--- src/hdl/trd_pkg.sv ---
// ----------------------------------------------------------------------------
// trd_pkg
// Shared types and constants of the TGA run-length pixel decoder.
// ----------------------------------------------------------------------------
package trd_pkg;

  // Default color map depth.
  localparam int unsigned MAP_ENTRIES_DEF = 256;

  // Reset value of the bytes-per-pixel register.
  localparam logic [2:0] PIXEL_BYTES_RST = 3'd3;

  // Packet header layout: bit 7 selects a run packet, bits 6..0 hold count - 1.
  localparam int unsigned HDR_RUN_BIT = 7;

  // Function codes of an input transaction.
  localparam logic FUNC_PIXEL = 1'b0;
  localparam logic FUNC_MAP   = 1'b1;

  // Configuration register indexes.
  typedef enum logic [1:0] {
    CFG_PIXEL_BYTES  = 2'd0,
    CFG_RLE_MODE     = 2'd1,
    CFG_CMAP_EN      = 2'd2,
    CFG_PIXEL_TOTAL  = 2'd3
  } cfg_idx_t;

  // Configuration register contents.
  typedef struct packed {
    logic [2:0]  pixel_bytes;
    logic        rle_mode;
    logic        cmap_en;
    logic [31:0] pixel_total;
  } cfg_t;

  // One decoded pixel result handed from the packet controller.
  typedef struct packed {
    logic [31:0] value;   // raw pixel value, or map index; zero when bad
    logic [7:0]  count;   // repeat count, 1..128
    logic        eoi;     // completes the image
    logic        bad;     // map index beyond the color map
    logic        lookup;  // value is replaced by the color map entry
  } res_t;

endpackage

--- src/hdl/trd_ctrl.sv ---
// ----------------------------------------------------------------------------
// trd_ctrl
// Packet and pixel assembly state; produces one result per completed pixel.
// ----------------------------------------------------------------------------
module trd_ctrl #(
  parameter int unsigned MAP_ENTRIES = trd_pkg::MAP_ENTRIES_DEF
) (
  input  logic                clk,
  input  logic                rst_n,
  input  trd_pkg::cfg_t       cfg,
  input  logic                byte_en,
  input  logic [7:0]          stream_byte,
  output logic                res_valid,
  output trd_pkg::res_t       res
);

  localparam logic [31:0] MAP_LIMIT = 32'(MAP_ENTRIES);

  logic        expect_hdr_r, expect_hdr_nxt;
  logic        run_pkt_r, run_pkt_nxt;
  logic [7:0]  left_r, left_nxt;
  logic [1:0]  pos_r, pos_nxt;
  logic [31:0] acc_r, acc_nxt;
  logic [31:0] done_r, done_nxt;

  logic [2:0]  nbytes;
  logic [2:0]  pos_inc;
  logic [31:0] acc_new;
  logic [7:0]  left_eff;
  logic [7:0]  count;
  logic [31:0] remaining;
  logic        eoi;
  logic        bad;

  always_comb begin
    expect_hdr_nxt = expect_hdr_r;
    run_pkt_nxt    = run_pkt_r;
    left_nxt       = left_r;
    pos_nxt        = pos_r;
    acc_nxt        = acc_r;
    done_nxt       = done_r;
    res_valid      = 1'b0;
    res            = '0;
    eoi            = 1'b0;
    bad            = 1'b0;
    count          = 8'd1;

    if (cfg.pixel_bytes == 3'd0) begin
      nbytes = 3'd1;
    end else if (cfg.pixel_bytes > 3'd4) begin
      nbytes = 3'd4;
    end else begin
      nbytes = cfg.pixel_bytes;
    end
    pos_inc   = {1'b0, pos_r} + 3'd1;
    acc_new   = acc_r | (32'(stream_byte) << {pos_r, 3'b000});
    left_eff  = (left_r == 8'd0) ? 8'd1 : left_r;
    remaining = cfg.pixel_total - done_r;

    if (byte_en && (cfg.pixel_total != 32'd0)) begin
      if (cfg.rle_mode && expect_hdr_r) begin
        run_pkt_nxt    = stream_byte[trd_pkg::HDR_RUN_BIT];
        left_nxt       = {1'b0, stream_byte[6:0]} + 8'd1;
        expect_hdr_nxt = 1'b0;
        pos_nxt        = 2'd0;
        acc_nxt        = '0;
      end else if (pos_inc < nbytes) begin
        pos_nxt = pos_r + 2'd1;
        acc_nxt = acc_new;
      end else begin
        pos_nxt = 2'd0;
        acc_nxt = '0;
        bad     = cfg.cmap_en && (acc_new >= MAP_LIMIT);

        if (cfg.rle_mode) begin
          if (run_pkt_r) begin
            count          = left_eff;
            left_nxt       = 8'd0;
            expect_hdr_nxt = 1'b1;
          end else begin
            left_nxt       = left_eff - 8'd1;
            expect_hdr_nxt = (left_eff == 8'd1);
          end
        end

        // Clip the run at the end of the image.
        if (done_r >= cfg.pixel_total) begin
          count = 8'd1;
          eoi   = 1'b1;
        end else if (32'(count) >= remaining) begin
          count = remaining[7:0];
          eoi   = 1'b1;
        end

        if (eoi) begin
          done_nxt       = '0;
          expect_hdr_nxt = 1'b1;
          run_pkt_nxt    = 1'b0;
          left_nxt       = 8'd0;
        end else begin
          done_nxt = done_r + 32'(count);
        end

        res_valid  = 1'b1;
        res.value  = bad ? 32'd0 : acc_new;
        res.count  = count;
        res.eoi    = eoi;
        res.bad    = bad;
        res.lookup = cfg.cmap_en && !bad;
      end
    end
  end

  always_ff @(posedge clk) begin
    if (!rst_n) begin
      expect_hdr_r <= 1'b1;
      run_pkt_r    <= 1'b0;
      left_r       <= 8'd0;
      pos_r        <= 2'd0;
      acc_r        <= '0;
      done_r       <= '0;
    end else begin
      expect_hdr_r <= expect_hdr_nxt;
      run_pkt_r    <= run_pkt_nxt;
      left_r       <= left_nxt;
      pos_r        <= pos_nxt;
      acc_r        <= acc_nxt;
      done_r       <= done_nxt;
    end
  end

  // A run never exceeds one packet's worth of pixels.
  a_count_range: assert property (@(posedge clk) disable iff (!rst_n)
    res_valid |-> (res.count != 8'd0) && (res.count <= 8'd128))
    else $error("trd_ctrl: repeat count out of range");

  // Completing the image always rearms for a packet header.
  a_eoi_rearm: assert property (@(posedge clk) disable iff (!rst_n)
    (res_valid && res.eoi) |=> (expect_hdr_r && (done_r == 32'd0) && (left_r == 8'd0)))
    else $error("trd_ctrl: frame state not rearmed after end of image");

  // Partial pixel assembly never runs past four bytes.
  a_pos_bound: assert property (@(posedge clk) disable iff (!rst_n)
    ({1'b0, pos_r} < nbytes) || !byte_en || (cfg.pixel_total == 32'd0) ||
    (cfg.rle_mode && expect_hdr_r) || res_valid)
    else $error("trd_ctrl: byte position beyond pixel size");

endmodule

--- config.mk ---
export PLATFORM = sky130hd
export DESIGN_NAME = trd_ctrl
export DESIGN_NICKNAME = d
export VERILOG_FILES = /design/src/hdl/trd_pkg.sv /design/src/hdl/trd_ctrl.sv
export SDC_FILE = /design/constraint.sdc
export NUM_CORES = 1
export LEC_CHECK = 0
export ABC_AREA = 1
export BUFFER_PORTS_ARGS = -buffer_cell sky130_fd_sc_hd__buf_4
export CELL_PAD_IN_SITES_DETAIL_PLACEMENT = 1
export CELL_PAD_IN_SITES_GLOBAL_PLACEMENT = 1
export CORE_UTILIZATION = 37
export CTS_CLUSTER_DIAMETER = 30
export CTS_CLUSTER_SIZE = 25
export DETAILED_ROUTE_END_ITERATION = 6
export GPL_ROUTABILITY_DRIVEN = 0
export PLACE_DENSITY = 0.78
export SLEW_MARGIN = 20
export SYNTH_ARGS = -nofsm -noshare
export SYNTH_HDL_FRONTEND = slang
export SYNTH_SLANG_ARGS = --single-unit
--- constraint.sdc ---
create_clock -name clk -period 4.7 [get_ports clk]
set_input_delay 0.235 -clock clk [delete_from_list [all_inputs] [get_ports clk]]
set_output_delay 0.235 -clock clk [all_outputs]
set_load 0.01 [all_outputs]
---- Word level (Yosys, flattened, before mapping) ----
Index checks and enable logic that the tools add are counted.
storage, ports and cells
  bits in registers ....................... 76
  bits in latches ......................... 0
  memory bits (writable) .................. 0
  ROM bits ................................ 0
  input bits .............................. 48
  output and inout port bits .............. 44
  logic and storage cells ................. 79
  memories kept ........................... 0
cells by class
  $add $sub $neg .......................... 6
  multipliers ............................. 0
  div/mod/pow operators ................... 0
  order comparisons ....................... 5
  equality and inequality tests ........... 2
  shifts and indexed selects .............. 1
  multiplexer cells ....................... 43
  bitwise operators ....................... 3
  reduce and logical (&&, ||, !) cells .... 13
operator list
  kind                   number
  $mux W43               3
  $mux W32               4
  $mux W8                16
  $add A32 B8 Y32        1
  $ge A32 B32 Y1         1
  $ge A32 B9 Y1 const B  1
  $ge A8 B32 Y1          1
  $or A32 B32 Y32        1
  $reduce_bool A32 Y1    1
  $shl A8 B5 Y32         1
  $sub A32 B32 Y32       1
  $mux W1                16
  $reduce_and A3 Y1      3
  $add A7 B1 Y8 const B  1
  $eq A8 B1 Y1 const B   1
  $logic_not A8 Y1       1
  $sub A8 B1 Y8 const B  1
  $mux W3                2
  $logic_and A1 B1 Y1    4
  $mux W2                2
  $add A2 B1 Y3 const B  1
  $gt A3 B3 Y1 const B   1
  $logic_not A3 Y1       1
  $lt A3 B3 Y1           1
  6 further kinds        7

---- Depth between registers and ports, before layout ----
Gate-level depths: netlist (run 1).
  word-level depth ........................ 16
  mapped depth ............................ 40
  depth with buffers taken out ............ 39

---- Worst setup path after synthesis (run 1) ----
Ideal clock, no wire load.
  path type ............................... register -> register
  start ................................... register done_r[0]
  end ..................................... register done_r[26]
  library setup time ...................... 0.115 ns
  data arrival time ....................... 4.681 ns
  data required time ...................... 4.585 ns
  slack ................................... -0.095 ns
  stages on the path, launching flop included .. 38
  path buffers ............................ 1
  clock period less this slack ............ 4.795 ns
  cell sequence ........................... dfxtp_1 > ha_1 > inv_1 > fa_1 > nand2_1 > inv_1 > nand2_1 > nand2_2 > nand2_1 > nand2_1 > xor2_1 > inv_1 > ha_1 > nand2_1 > inv_1 > nand2_1 > a21oi_1 > nand3_1 > (+2 left out) > buf_6 > o211ai_1 > ha_1 > inv_1 > fa_1 > nand3b_1 > nand2_1 > inv_1 > o221ai_1 > inv_1 > nor2_1 > nand2_1 > nor3_1 > nand2_1 > nor2_1 > nand2_1 > xor2_1 > nor2_2
between the ends
  cells in the longest elaborated chain, start to end .. 9
  elaborated cells on any way between the ends .. 15
  classes of those cells .................. add/sub (2); order compare (2); mux (11)
ends and longest elaborated chain
  what                    RTL line         RTL
  from (decl)             trd_ctrl.sv:24   logic [31:0] done_r, done_nxt;
  from (signal assigned)  trd_ctrl.sv:128  done_r <= done_nxt;
  $sub A32 B32 Y32        trd_ctrl.sv:58   remaining = cfg.pixel_total - done_r;
  $ge A8 B32 Y1           trd_ctrl.sv:90   end else if (32'(count) >= remaining) begin
  $mux W8                 trd_ctrl.sv:90
  $mux W8                 trd_ctrl.sv:87   if (done_r >= cfg.pixel_total) begin
  $mux W8                 trd_ctrl.sv:67   end else if (pos_inc < nbytes) begin
  $mux W8                 trd_ctrl.sv:61   if (cfg.rle_mode && expect_hdr_r) begin
  $mux W8                 trd_ctrl.sv:60   if (byte_en && (cfg.pixel_total != 32'd0)) begin
  $add A32 B8 Y32         trd_ctrl.sv:101  done_nxt = done_r + 32'(count);
  $mux W32 *              trd_ctrl.sv:95   if (eoi) begin
Every way passes the cells marked *; elsewhere a longest branch is shown, timed or not. The select of a mux whose other input is x is not followed.
A chain may end at the register's enable or synchronous reset.

---- Worst setup path after layout (run 1) ----
  start ................................... register done_r[5]
  end ..................................... register done_r[28]
Same word-level chain as after synthesis.

==> impl_results.md, run 1 <==
* CP Launch Type: register
* Die ar. at about 22000 um2
* CP arrival at between 5 and 6 ns
* #FFs+latches synth at 76
* Post-synth top cells: nand2_1, inv_1, nor2_1, a21oi_1, nand3_1
* Share of layout cells above drive strength 1 at 0.3049
* Share of the synthesized area in the top cell type at 0.1943
* # Max-Cap Violations at 0
* Period utilization at 1.159
* DRC violations left at 0
* WL per Instance at roughly 20 um
* WP data required at roughly 4.9 ns
* Met3 usage at 0.04383
* Power per cell area at approximately 200 nW/um2
* Final worst setup slack at -0.7494 ns
* Fin area at between 10000 and 15000 um2
* CTS Buffer Depth at 2
* Total power at between 2 and 2.5 mW
* RSZ-0062 raised after global routing: true
* Ys Warns at 0
* DRT iter0 DRCs at between 700 and 800
* Via count at approximately 11k
* Slew Viols, Final at 0
* EDFF count, synth at 0
* Failing checks: negative setup slack
* Cell taking the most area after synthesis: dfxtp_1
* PortBufs at 91
* Grt total ovfl at 0
* Final setup fails at 28
* Worst-path clk slew at around 0.08 ns
* Global router's overall resource usage at 0.3050
* Routed wire length at about 40000 um
* Pre-CTS WS at -0.4529 ns
* Fmax at 0.1835 GHz
* Fill count at 2872
* Starting Density at 0.3821
* Root Buffer: clkbuf_16
* Crit path time final at between 5 and 6 ns
* Post-Syn Instances at approximately 1.4k
* Placed Instance Area at 9898 um2
* Run status: finished with violations
* Fin cells at 1933
* Max VDD drop at approximately 0.17 mV
* Routed Antenna Nets at 0
* Syn Nets at roughly 1.5k
* Most common cell in the netlist: nand2_1
* Fin util at 0.5512
* Met2 Use GR at 0.5432
* Final #Nets at between 1.5k and 2k
* Multi-input logic area at 5792 um2
* Initial antenna violation count at 0
* Worst-Skew Late Latency at 0.37 ns
* Hold Vio Cnt, Final at 0
* Netlist cell types at 45
* First-pass DRT Iterations at 5
* HP Class: in -> reg
* Post-synth ARST share at 0
* Met1 usage at 0.3662
* First-pass GRT wire length at between 50000 and 60000 um
* CTS Buf Count at 9
* Slowest-stage cell, CP: dfxtp_2
* Mapped Area at a little under 8000 um2
* Largest net degree at the start of global routing at 38
* Area added between synthesis and finish at 44.26%
* WHS at approximately 0.21 ns
* GRT busiest layer: met2
* Peak per-stage delay on the critical path at slightly below 0.4 ns
* Clk sinks at between 70 and 80
* Rel. slew slack at 0.4591
* Num rows at 52
* Die X at 147.5 um
* Placed cell count at between 1.5k and 2k
* Core Box Area at about 20000 um2
* Vias in the first global route at 10.46k
* Crit path kind: reg -> reg
* H-tree Lvls at 3
* TritonCTS clock tree: done
* Post-DP HPWL at roughly 24000 um
* Vias/cell at between 5 and 6
* Register area at between 1500 and 2000 um2
* N_diodes at 0
* Height of the die at ~150 um
* Post-CTS Hold Buffers at 0
* Top post-synthesis cells by area: dfxtp_1, nand2_1, inv_1
* Sum Neg Setup Slack at -13.63 ns
* Tightest Pin Transition at about 0.81 ns
* CP Max Fanout at 4
* P_leak at ~5.6 nW
* Cell mode on critical path: nand2_1
* Part of the Yosys area used for sequential elements at 0.1943
* Total I/O pin count at between 90 and 100
* Ys flop type: dfxtp_1
* Synthesized area per cell at ~5.7 um2
* Setup Skew at between 0.015 and 0.02 ns
* CP Capture Type: register
## routing by layer
metal  part of all wire  wire length [um]
met1               0.40             15900
met5                  0                 0
met2               0.48             18970
met3              0.053              2086
met4              0.065              2559
## final timing paths
path	from	endpoint	slack (ns)	cells after the start
max	done_r[5]$_SDFFE_PN0P_	done_r[28]$_SDFFE_PN0P_	-0.75	37
min	stream_byte[3]	acc_r[11]$_SDFFE_PN0P_	0.21	3
max reg2reg	done_r[5]$_SDFFE_PN0P_	done_r[28]$_SDFFE_PN0P_	-0.75	37
min reg2reg	acc_r[14]$_SDFFE_PN0P_	acc_r[14]$_SDFFE_PN0P_	0.45	2
## cell usage in the layout (no fill, tap or decap), drive strengths merged
cell type,n
xor2,13
clkbuf,11
buf,298
and3,1
a31oi,13
nand4,43
nor4,6
nand3b,3
nor2,191
a211oi,1
clkinv,3
o32ai,1
xnor2,5
a41oi,1
fa,2
a21oi,87
nor3,34
o21bai,1
nor3b,2
o211ai,4
nand3,85
o21ai,26
dfxtp,76
o221ai,1
and2,4
o31ai,14
inv,284
ha,57
clkinvlp,2
or2,16
a21o,1
nand2,377
## flip-flops by register name (all words and copies together), names as in the netlist
register and flops:
done_r 32, run_pkt_r 1, acc_r 32, expect_hdr_r 1
pos_r 2, left_r 8
## final cells by class
type                       instances  share of cell area
multi-input combinational        989              0.5127
timing repair buffer             298              0.2010
sequential                        76              0.1355
inverter                         285             0.09626
tap                              270             0.02991
clock buffer                      11             0.02237
clock inverter                     4            0.002215
## where the power goes
part	total (mW)	leakage [nW]	internal [mW]	switching, mW
registers	0.687	0.619	0.667	0.0200
logic	0.911	4.85	0.359	0.553
clock network	0.696	0.133	0.382	0.313
total	2.29	5.61	1.41	0.886
## repair_timing
action / CTS / global route
setup endpoints to repair: 24 / 28
setup buffers: 32 / 19
pin swaps: 24 / 40
resized for setup: 55 / 136
## kinds of logic after synthesis
| family | share of synthesized area |
|---|---|
| and+or+nand+nor | 0.4233 |
| buffers and inverters | 0.1556 |
| AOI/OAI and AO/OA | 0.1104 |
| DFF | 0.1943 |
| adders and majority gates | 0.09620 |
| xor gates and xnor gates | 0.02013 |
## critical path, delay by kind of cell (launching register included)
family,cells,cell delay [ns]
AOI/OAI and AO/OA,3,0.33
xor gates and xnor gates,2,0.47
adders and majority gates,3,1.00
and+or+nand+nor,18,1.96
buffers and inverters,11,1.14
DFF,1,0.39
Power figures use the tool's default switching activity.
==> inputs of run 2 (changes only) <==
Settings changed: CORE_UTILIZATION 37 to 41, PLACE_DENSITY 0.78 to 0.82.
Clock period 4.7 ns to 5.8 ns, I/O delays scaled along.
==> impl_results.md, run 2 (same netlist as run 1, synthesis figures left out) <==
* Run status: finished, final reports clean
* Most frequent cells in the layout: nand2_1, inv_1, nor2_1
* DRC violations left at 0
* Post-DP HPWL at around 22000 um
* First-pass DRT Iterations at 4
* P_leak at approximately 4.6 nW
* DRT iter0 DRCs at between 400 and 500
* Period utilization at 0.9282
* WL per Instance at between 15 and 20 um
* Most common cell after layout, fill and taps aside: nand2_1
* Total power at about 1.7 mW
* Largest net degree at the start of global routing at 38
* N_diodes at 0
* Cell mode on critical path: nand2_1
* Starting Density at 0.4186
* Setup Skew at 0.01122 ns
* Fill count at between 2k and 3k
* CP arrival at roughly 5.6 ns
* Vias/cell at between 5 and 6
* Final setup fails at 0
* Slowest-stage cell, CP: fa_1
* Hold Vio Cnt, Final at 0
* Vias in the first global route at around 9k
* Share of layout cells above drive strength 1 at 0.1278
* Worst-Skew Late Latency at 0.35 ns
* Routed wire length at ~28000 um
* Crit path kind: reg -> reg
* First-pass GRT wire length at 44200 um
* PortBufs at 91
* Die X at 140.2 um
* Biggest registers after layout: acc_r (32), done_r (32), left_r (8)
* Crit path time final at about 5.4 ns
* HP Class: in -> reg
* Pre-CTS WS at 0.1738 ns
* Max VDD drop at between 0.15 and 0.2 mV
* CTS Buf Count at 9
* Root Buffer: clkbuf_16
* Grt total ovfl at 0
* Height of the die at 140.2 um
* Final worst setup slack at approximately 0.42 ns
* Area added between synthesis and finish at 16.59%
* CP Max Fanout at 6
* H-tree Lvls at 3
* Fmax at around 0.19 GHz
* CP Capture Type: register
* WP data required at 6.03 ns
* Num rows at 50
* Fin area at around 9100 um2
* Via count at 8954
* Power per cell area at approximately 190 nW/um2
* CP Launch Type: register
* # Max-Cap Violations at 0
* Slew Viols, Final at 0
* Global router's overall resource usage at 0.2818
* Placed Instance Area at between 8000 and 9000 um2
* Peak per-stage delay on the critical path at 0.41 ns
* Tightest Pin Transition at around 1.0 ns
* Routed Antenna Nets at 0
* CTS Buffer Depth at 2
* Initial antenna violation count at 0
* Worst-path clk slew at 0.06 ns
* TritonCTS clock tree: done
* Core Box Area at 18710 um2
* Final #Nets at between 1.5k and 2k
* Rel. slew slack at 0.3050
* Clk sinks at 76
* Die ar. at 19650 um2
* Total I/O pin count at between 90 and 100
## run 2: changes by cell type in the layout (fill, tap and decap cells not counted), sizes merged
cell,before,now
clkbuf,11,9
clkinvlp,2,0
buf,298,97
clkinv,3,5
bufinv,0,3
## run 2: layout make-up
class	count	area [um2]	share of cell area
Clock buffer	9	225.2	0.02467
Clock inverter	7	123.9	0.01357
Inverter	285	1071	0.1173
Multi-Input combinational cell	989	5165	0.5658
Sequential cell	76	1523	0.1668
Tap cell	234	292.8	0.03207
Timing Repair Buffer	97	728.2	0.07977
## run 2: path summary, 6_finish.rpt
check,startpoint,to,slack (ns),depth (start not counted)
hold / removal,stream_byte[4],acc_r[12]$_SDFFE_PN0P_,0.27,3
setup reg to reg,done_r[2]$_SDFFE_PN0P_,done_r[20]$_SDFFE_PN0P_,0.42,35
setup / recovery,done_r[2]$_SDFFE_PN0P_,done_r[20]$_SDFFE_PN0P_,0.42,35
hold reg to reg,acc_r[4]$_SDFFE_PN0P_,acc_r[4]$_SDFFE_PN0P_,0.45,2
## run 2: worst max-delay path: cells and delay by family (launching register included)
kind | cells | cell delay [ns]
buffers and inverters | 6 | 0.43
adder cells (fa/ha/maj) | 4 | 1.34
AO/OA/AOI/OAI | 3 | 0.57
flip-flops | 1 | 0.38
AND/OR/NAND/NOR | 20 | 2.18
XOR/XNOR | 2 | 0.34
## run 2: routing by layer
layer  part of all wire  vias to the layer above  track usage
met5                  0                        -            0
met2               0.46                      206       0.4771
li1                   -                     4485            -
met3              0.039                       25      0.02120
met4              0.014                        0      0.06883
met1               0.49                     4238       0.3873
## run 2: what timing repair did
action | 4_1_cts | 5_1_grt
endpoints found under the setup margin | 0 | 17
hold buffers | 0 | 0
buffers inserted | 0 | 1
gates resized for setup | 0 | 24
## run 2: power by group
group | total (mW) | internal [mW] | switching (mW)
sequential | 0.558 | 0.540 | 0.0186
combinational | 0.507 | 0.172 | 0.335
clock | 0.677 | 0.425 | 0.253
total | 1.74 | 1.14 | 0.607
## run 2: metrics by stage
stage / util / TNS (ns) / std cells / hold slack [ns]
after floorplan: - / 0 / 1382 / 0.4295
after global placement: 0.4649 / 0 / 1680 / 0.4385
after detailed placement: 0.4649 / 0 / 1680 / 0.4498
after CTS: 0.4835 / 0 / 1696 / 0.2665
after global routing: 0.4880 / -0.01711 / 1697 / 0.2834
final: 0.4880 / 0 / 1697 / 0.2698
==> inputs of run 3 (changes only) <==
Settings changed: PLACE_DENSITY 0.82 to 0.8.
==> impl_results.md, run 3 (same netlist as run 1, synthesis figures left out) <==
* Period utilization at 0.9364
* Setup Skew at about 0.0085 ns
* First-pass DRT Iterations at 5
* Final setup fails at 0
* Slowest-stage cell, CP: fa_1
* Largest net degree at the start of global routing at 38
* WL per Instance at ~16 um
* Biggest registers after layout: acc_r (32), done_r (32), left_r (8)
* Fin cells at 1698
* CP Max Fanout at 10
* Vias/cell at 5.233
* Die ar. at ~20000 um2
* CP arrival at 5.66 ns
* Initial antenna violation count at 0
* Core Box Area at 18710 um2
* Vias in the first global route at about 8.7k
* Total power at 1.674 mW
* Worst-Skew Late Latency at approximately 0.34 ns
* CP bufs+invs at 8
* N_diodes at 0
* Pre-CTS WS at about 0.18 ns
* Placed Instance Area at about 8700 um2
* Fin util at 0.4866
* Run status: finished, final reports clean
* # Max-Cap Violations at 0
* Max VDD drop at 0.1499 mV
* PortBufs at 91
* WHS at ~0.28 ns
* P_leak at between 4 and 5 nW
* CTS Buffer Depth at 2
* Num rows at 50
* CP Launch Type: register
* Post-DP HPWL at approximately 22000 um
* Sum Neg Setup Slack at 0 ns
* Total I/O pin count at a little over 90
* Routed Antenna Nets at 0
* Die X at 140.2 um
* Cell mode on critical path: nand2_1
* Final #Nets at between 1.5k and 2k
* WP data required at 6.02 ns
* Tightest Pin Transition at between 0.7 and 0.8 ns
* Slew Viols, Final at 0
* CP Capture Type: register
* Via count at 8886
* DRC violations left at 0
* DRT iter0 DRCs at between 400 and 500
* Most common cell after layout, fill and taps aside: nand2_1
* Worst-path clk slew at about 0.060 ns
* Area added between synthesis and finish at 16.24%
* Clk sinks at between 70 and 80
* First-pass GRT wire length at 43820 um
* Rel. slew slack at 0.4699
* Routed wire length at 27130 um
* Grt total ovfl at 0
* Most frequent cells in the layout: nand2_1, inv_1, nor2_1
* Root Buffer: clkbuf_16
* Starting Density at 0.4186
* Power per cell area at roughly 180 nW/um2
* CTS Buf Count at 9
* Placed cell count at 1681
* CP top delay family: simple AND/OR/NAND/NOR gates
* TritonCTS clock tree: done
* Crit path time final at around 5.4 ns
* HP Class: in -> reg
* Peak per-stage delay on the critical path at ~0.42 ns
* Fin area at 9101 um2
* H-tree Lvls at 3
* Height of the die at 140.2 um
* Share of layout cells above drive strength 1 at 0.1270
* Crit path kind: reg -> reg
* Final worst setup slack at around 0.37 ns
* Global router's overall resource usage at 0.2813
* Hold Vio Cnt, Final at 0
* Fmax at around 0.18 GHz
run 3: worst reg2reg max path, delay by kind of cell (launching register included):
family,cells,cell delay [ns]
and+or+nand+nor,21,2.39
buffers and inverters,8,0.66
xor gates and xnor gates,2,0.35
DFF,1,0.38
adders and majority gates,4,1.24
AOI/OAI and AO/OA,3,0.31
run 3: cell type report:
cell class | count | area, um2
tap | 234 | 292.8
timing repair buffer | 99 | 743.2
sequential | 76 | 1525
clock buffer | 9 | 225.2
inverter | 285 | 1071
clock inverter | 6 | 90.09
multi-input combinational | 989 | 5154
fill | 2725 | 9604
run 3: timing repair:
item | 4_1_cts | 5_1_grt
endpoints found under the setup margin | 1 | 18
resized for setup | 1 | 21
hold buffers | 0 | 0
buffers inserted | 0 | 2
pin swaps | 0 | 6
run 3: final timing paths:
check / from / endpoint / slack, ns / cells past startpoint
worst min-delay path: stream_byte[4] / acc_r[28]$_SDFFE_PN0P_ / 0.28 / 3
worst min register to register: acc_r[7]$_SDFFE_PN0P_ / acc_r[7]$_SDFFE_PN0P_ / 0.46 / 2
worst max-delay path: done_r[0]$_SDFFE_PN0P_ / done_r[20]$_SDFFE_PN0P_ / 0.37 / 38
worst max register to register: done_r[0]$_SDFFE_PN0P_ / done_r[20]$_SDFFE_PN0P_ / 0.37 / 38
run 3: where the power goes:
| group | switching, mW | internal (mW) | total [mW] |
|---|---|---|---|
| clock network | 0.231 | 0.375 | 0.606 |
| registers | 0.0203 | 0.540 | 0.560 |
| logic | 0.335 | 0.173 | 0.508 |
run 3: routing by layer:
metal	track usage	vias up	share of wire
li1	-	4485	-
met1	0.3890	4202	0.49
met2	0.4713	173	0.46
met3	0.02496	26	0.035
met4	0.06593	0	0.013
met5	0	-	0
